`config.mk`:
```
export PLATFORM = sky130hd
export DESIGN_NAME = dcb_clear
export DESIGN_NICKNAME = d
export VERILOG_FILES = /design/src/hdl/dcb_pkg.sv /design/src/hdl/dcb_clear.sv
export SDC_FILE = /design/constraint.sdc
export NUM_CORES = 1
export LEC_CHECK = 0
export BUFFER_PORTS_ARGS = -buffer_cell sky130_fd_sc_hd__buf_2
export CAP_MARGIN = 20
export CORE_MARGIN = 5
export CORE_UTILIZATION = 40
export DETAILED_ROUTE_END_ITERATION = 10
export PLACE_DENSITY = 0.72
export SKIP_CTS_REPAIR_TIMING = 1
export SYNTH_ARGS = -nofsm -noshare
export SYNTH_HDL_FRONTEND = slang
export SYNTH_SLANG_ARGS = --single-unit
```
`constraint.sdc`:
```
create_clock -name clk -period 3.4 [get_ports clk]
set_input_delay 0 -clock clk [delete_from_list [all_inputs] [get_ports clk]]
set_output_delay 0 -clock clk [all_outputs]
set_load 0.01 [all_outputs]
```
`src/hdl/dcb_pkg.sv`:
```
package dcb_pkg;

  localparam int NUM_CELLS = 65536;
  localparam int MAX_MAPS = 4;
  localparam int MAX_CELL_POINTS = 32;
  localparam int CELL_W = $clog2(NUM_CELLS);
  localparam int SLOT_W = (MAX_MAPS > 1) ? $clog2(MAX_MAPS) : 1;
  localparam int ADDR_W = SLOT_W + CELL_W;
  localparam int CNT_W = 6;
  localparam int POS_W = 5;

  localparam logic [1:0] REG_DURATION = 2'd0;
  localparam logic [1:0] REG_MAX_MAPS = 2'd1;
  localparam logic [1:0] REG_MAX_POINTS = 2'd2;

  localparam logic [2:0] ST_ADDED = 3'd0;
  localparam logic [2:0] ST_FULL = 3'd1;
  localparam logic [2:0] ST_INVALID = 3'd2;
  localparam logic [2:0] ST_CREATED = 3'd3;
  localparam logic [2:0] ST_RECYCLED = 3'd4;
  localparam logic [2:0] ST_KEPT = 3'd5;

  typedef struct packed {
    logic [31:0] stamp;
    logic [CNT_W-1:0] count;
    logic [15:0] max_depth;
    logic [15:0] min_depth;
    logic [POS_W-1:0] max_pos;
    logic [POS_W-1:0] min_pos;
    logic [15:0] smin;
    logic [15:0] smax;
    logic seen;
  } cell_rec_t;

  typedef struct packed {
    logic [2:0] status;
    logic [1:0] slot;
    logic [31:0] map_number;
    logic [4:0] index_in_cell;
    logic [5:0] cell_fill;
  } result_t;

endpackage

```
`src/hdl/dcb_clear.sv`:
```
module dcb_clear
  import dcb_pkg::*;
(
  input  logic clk,
  input  logic rst,
  output logic busy,
  output logic [ADDR_W-1:0] addr
);

  logic [ADDR_W:0] cnt;

  always_ff @(posedge clk) begin
    if (rst) begin
      cnt <= '0;
    end else if (!cnt[ADDR_W]) begin
      cnt <= cnt + 1'b1;
    end
  end

  assign busy = !cnt[ADDR_W];
  assign addr = cnt[ADDR_W-1:0];

endmodule

```
Word level (Yosys, flattened, before mapping)
Cells that the tools add are included.
- input bits: 2
- flip-flop bits (word level): 19
- reduce and logical (&&, ||, !) cells: 1
- multiplexer cells: 1
- add/subtract/negate cells: 1
- operator list (operator ; count):
    19-bit by 1-bit adder with 19-bit output, second input constant ; 1
    19-bit two-way mux ; 1
    1-bit zero test ; 1

Longest topological paths before layout
- word-level depth: 2
- depth in mapped cells: 6
- mapped depth without buffers: 5

Worst setup path after synthesis
OpenSTA, ideal clock, no wires.
- path type: flip-flop to flip-flop
- from: register cnt[7]
- to: register cnt[17]
- clock period less this slack: 1452 ps
- stages on the path, launching flop included: 6
- path buffers: 1
- library setup time: 71 ps
- data arrival time: 1382 ps
- setup slack: 1948 ps
- data required time: 3329 ps
- path through: dfxtp_1 -> and4_1 -> buf_2 -> nand3_2 -> or4_1 -> a21oi_1
- word-level cells in the longest chain between the ends: 1
- RTL lines (what ; RTL line ; RTL):
    from (decl) ; dcb_clear.sv:10 ; logic [ADDR_W:0] cnt;
    from (signal assigned) ; dcb_clear.sv:16 ; cnt <= cnt + 1'b1;
    19-bit by 1-bit adder with 19-bit output ; dcb_clear.sv:16 ;
No other way between the ends.
A chain may end at the register's enable or synchronous reset.

Worst setup path after layout
- from: register cnt[0]
- to: register cnt[16]
The elaborated chain is that of the path after synthesis.

==> metrics.yaml <==
die_w_um: 59.4
seq_power_share_pct: 64.5
pwr-share-comb_pct: 4.3
fmax_mhz: 618
stdcell_count: 139
clock_skew_ns: 0.00553
critical_path.top_delay_family: "simple AND/OR/NAND/NOR gates"
yosysSeqAreaShare_pct: 39.0
fin_area_um2: 966
core_area_um2: 2280
synth.largest_area_cell: "dfxtp_1"
busiest_layer: "met2"
diodes: 0
area_growth_pct: -0.899
p_int_mw: 0.278
gp_congestion: 0.771
crit_path_max_incr_delay_ns: 0.39
ys.flop_type: "dfxtp_1"
drive_gt1_share_pct: 21.6
grt_pass1_wl_mm: 2.85
wirelength_mm: 1.65
netlist_top_cells_area: "dfxtp_1 39%, buf_4 15%, xor2_1 9.0%, nor2_1 5.4%, nand4_1 3.9%"
p_leak_nw: 0.408
synth_commonest_cells: "19 x buf_4, 19 x dfxtp_1, 14 x nor2_1"
grt.overflow.total: 0
clk_latency_ns: 0.30
hold_ws_ns: 0.0679
die_h_um: 59.4
drv_slew: 0
drc: 0
nets: 115
via_count: 688
async_flop_share_pct: 0
path_cells: "ha_1, and4b_1, nand2_1, or3_1, a21oi_1"
grt_pass1_vias: 627
min_path_type: "input port to flop"
io_pins: 21
required_ns: 3.64
avgViaCountPerCell: 4.95
worstSetupStartpointType: "flop"
cts_tree: "yes"
drt_iter0_markers: 20
grt_antenna_before_repair: 0
drv_cap: 0
reg_top3: "cnt x19"
numCtsBuffers: 3
cts_max_level: 1
ys_seq_elements: 19
slew_headroom_pct: 77.9
met1_usage_pct: 13.7
num_rows: 17
post_synth_num_cell_types: 24
path_max_fanout: 7
finalSetupViolCount: 0
netlist_area_um2: 975
drt.antenna.violating_nets: 0
powerDensity_nw_per_um2: 367
wl_per_cell_um: 11.9
drt_first_pass_iters: 4
p_sw_mw: 0.0773
largest_reg_flops: 19
critPathArrivalTime_ns: 1.86
syn_nets: 115
criticalPathCategory: "flop to flop"
io_buffers: 20
cpMaxStageDelayCell: "dfxtp_1"
start_util_pct: 42.8
place_area_um2: 940
clock-sinks: 19
synth_top_area_share_pct: 39.0
root_buffer: "clkbuf_4"
dp_cells: 135
clockBufferDepth: 2
switching_share_pct: 21.8
path_buf_inv: 0
finalHoldViolCount: 0
grtUsageMet3_pct: 5.23
syn_inst: 112
grt_max_degree: 20
power.share.clock_pct: 31.1
dpl.hpwl_mm: 1.23
synth_edf_count: 0
die_area_um2: 3520
clk_pin_slew_ns: 0.10
finalCritPeriodShare_pct: 47.6
cp-end-kind: "flop"
regMostFlops: "cnt"
rsz0062_at_grt: "false"
ys.warnings.count: 0
met2_usage_pct: 15.1
tns_ns: 0
status: "completed"
worst_pin_slew_ns: 0.331
finalCriticalPeriod_ns: 1.62
synth.avg_cell_area_um2: 8.70
ir_worst_vdd_v: 0.000219
grt_usage_pct: 10.8
==> power groups by stage <==
stage,registers (mW),logic (mW),clock network (mW)
2_1_floorplan,0.233,0.0151,0
3_3_place_gp,0.234,0.0150,0
3_5_place_dp,0.234,0.0156,0
4_1_cts,0.229,0.0156,0.118
5_1_grt,0.230,0.0174,0.129
6_report,0.229,0.0153,0.110
==> cell families after synthesis <==
| group | after synthesis | synth area share, % |
|---|---|---|
| and+or+nand+nor | 43 | 24.3 |
| AOI/OAI and AO/OA | 9 | 4.88 |
| buffers and inverters | 26 | 17.8 |
| adders and majority gates | 1 | 1.28 |
| muxes | 1 | 1.03 |
| DFF | 19 | 39.0 |
| xor gates and xnor gates | 13 | 11.7 |
==> path summary, 6_finish.rpt <==
path | startpoint | end | slack (ns) | cells past startpoint
hold reg to reg | cnt[13] | cnt[13] | 0.51 | 2
setup / recovery | cnt[0] | cnt[16] | 1.78 | 5
setup reg to reg | cnt[0] | cnt[16] | 1.78 | 5
hold / removal | rst | cnt[14] | 0.07 | 2
==> metal layers <==
layer / vias to the layer above / wire length [µm]
li1: 359 / -
met1: 305 / 777
met2: 19 / 697
met3: 5 / 151
met4: 0 / 25
met5: - / 0
==> worst reg2reg max path: stages (launching register included) <==
cell and delay, ns:
dfxtp_1 0.39, ha_1 0.20, and4b_1 0.39, nand2_1 0.10, or3_1 0.35, a21oi_1 0.13
==> metrics by stage <==
step / setup WS [ns] / total power [mW] / utilization (%)
after global placement: 1.82 / 0.249 / 41.3
after CTS: 1.76 / 0.362 / 42.4
after detailed placement: 1.79 / 0.250 / 41.3
after global routing: 1.60 / 0.377 / 42.4
final: 1.78 / 0.355 / 42.4
after floorplan: 1.95 / 0.248 / -
==> cells in the final DEF, fill, tap and decap left out, types with 3 or more instances in the layout <==
cell / netlist / final
o21ai_0: 3 / 3
xnor2_1: 3 / 3
buf_2: 4 / 20
nand3_1: 7 / 7
clkbuf_4: 0 / 3
nor2_1: 14 / 14
dfxtp_1: 19 / 19
or3_1: 4 / 4
nand4_1: 6 / 6
and3_1: 3 / 3
a21oi_1: 5 / 5
xor2_1: 10 / 10
==> cell type report <==
type	count	area, µm²
well taps	28	35.0
repair buffers	20	100
fillers	219	1310
clock buffers	4	26.3
flip-flops and latches	19	380
inverters	1	3.75
multi-input cells	67	420
Power figures use the tool's default switching activity.
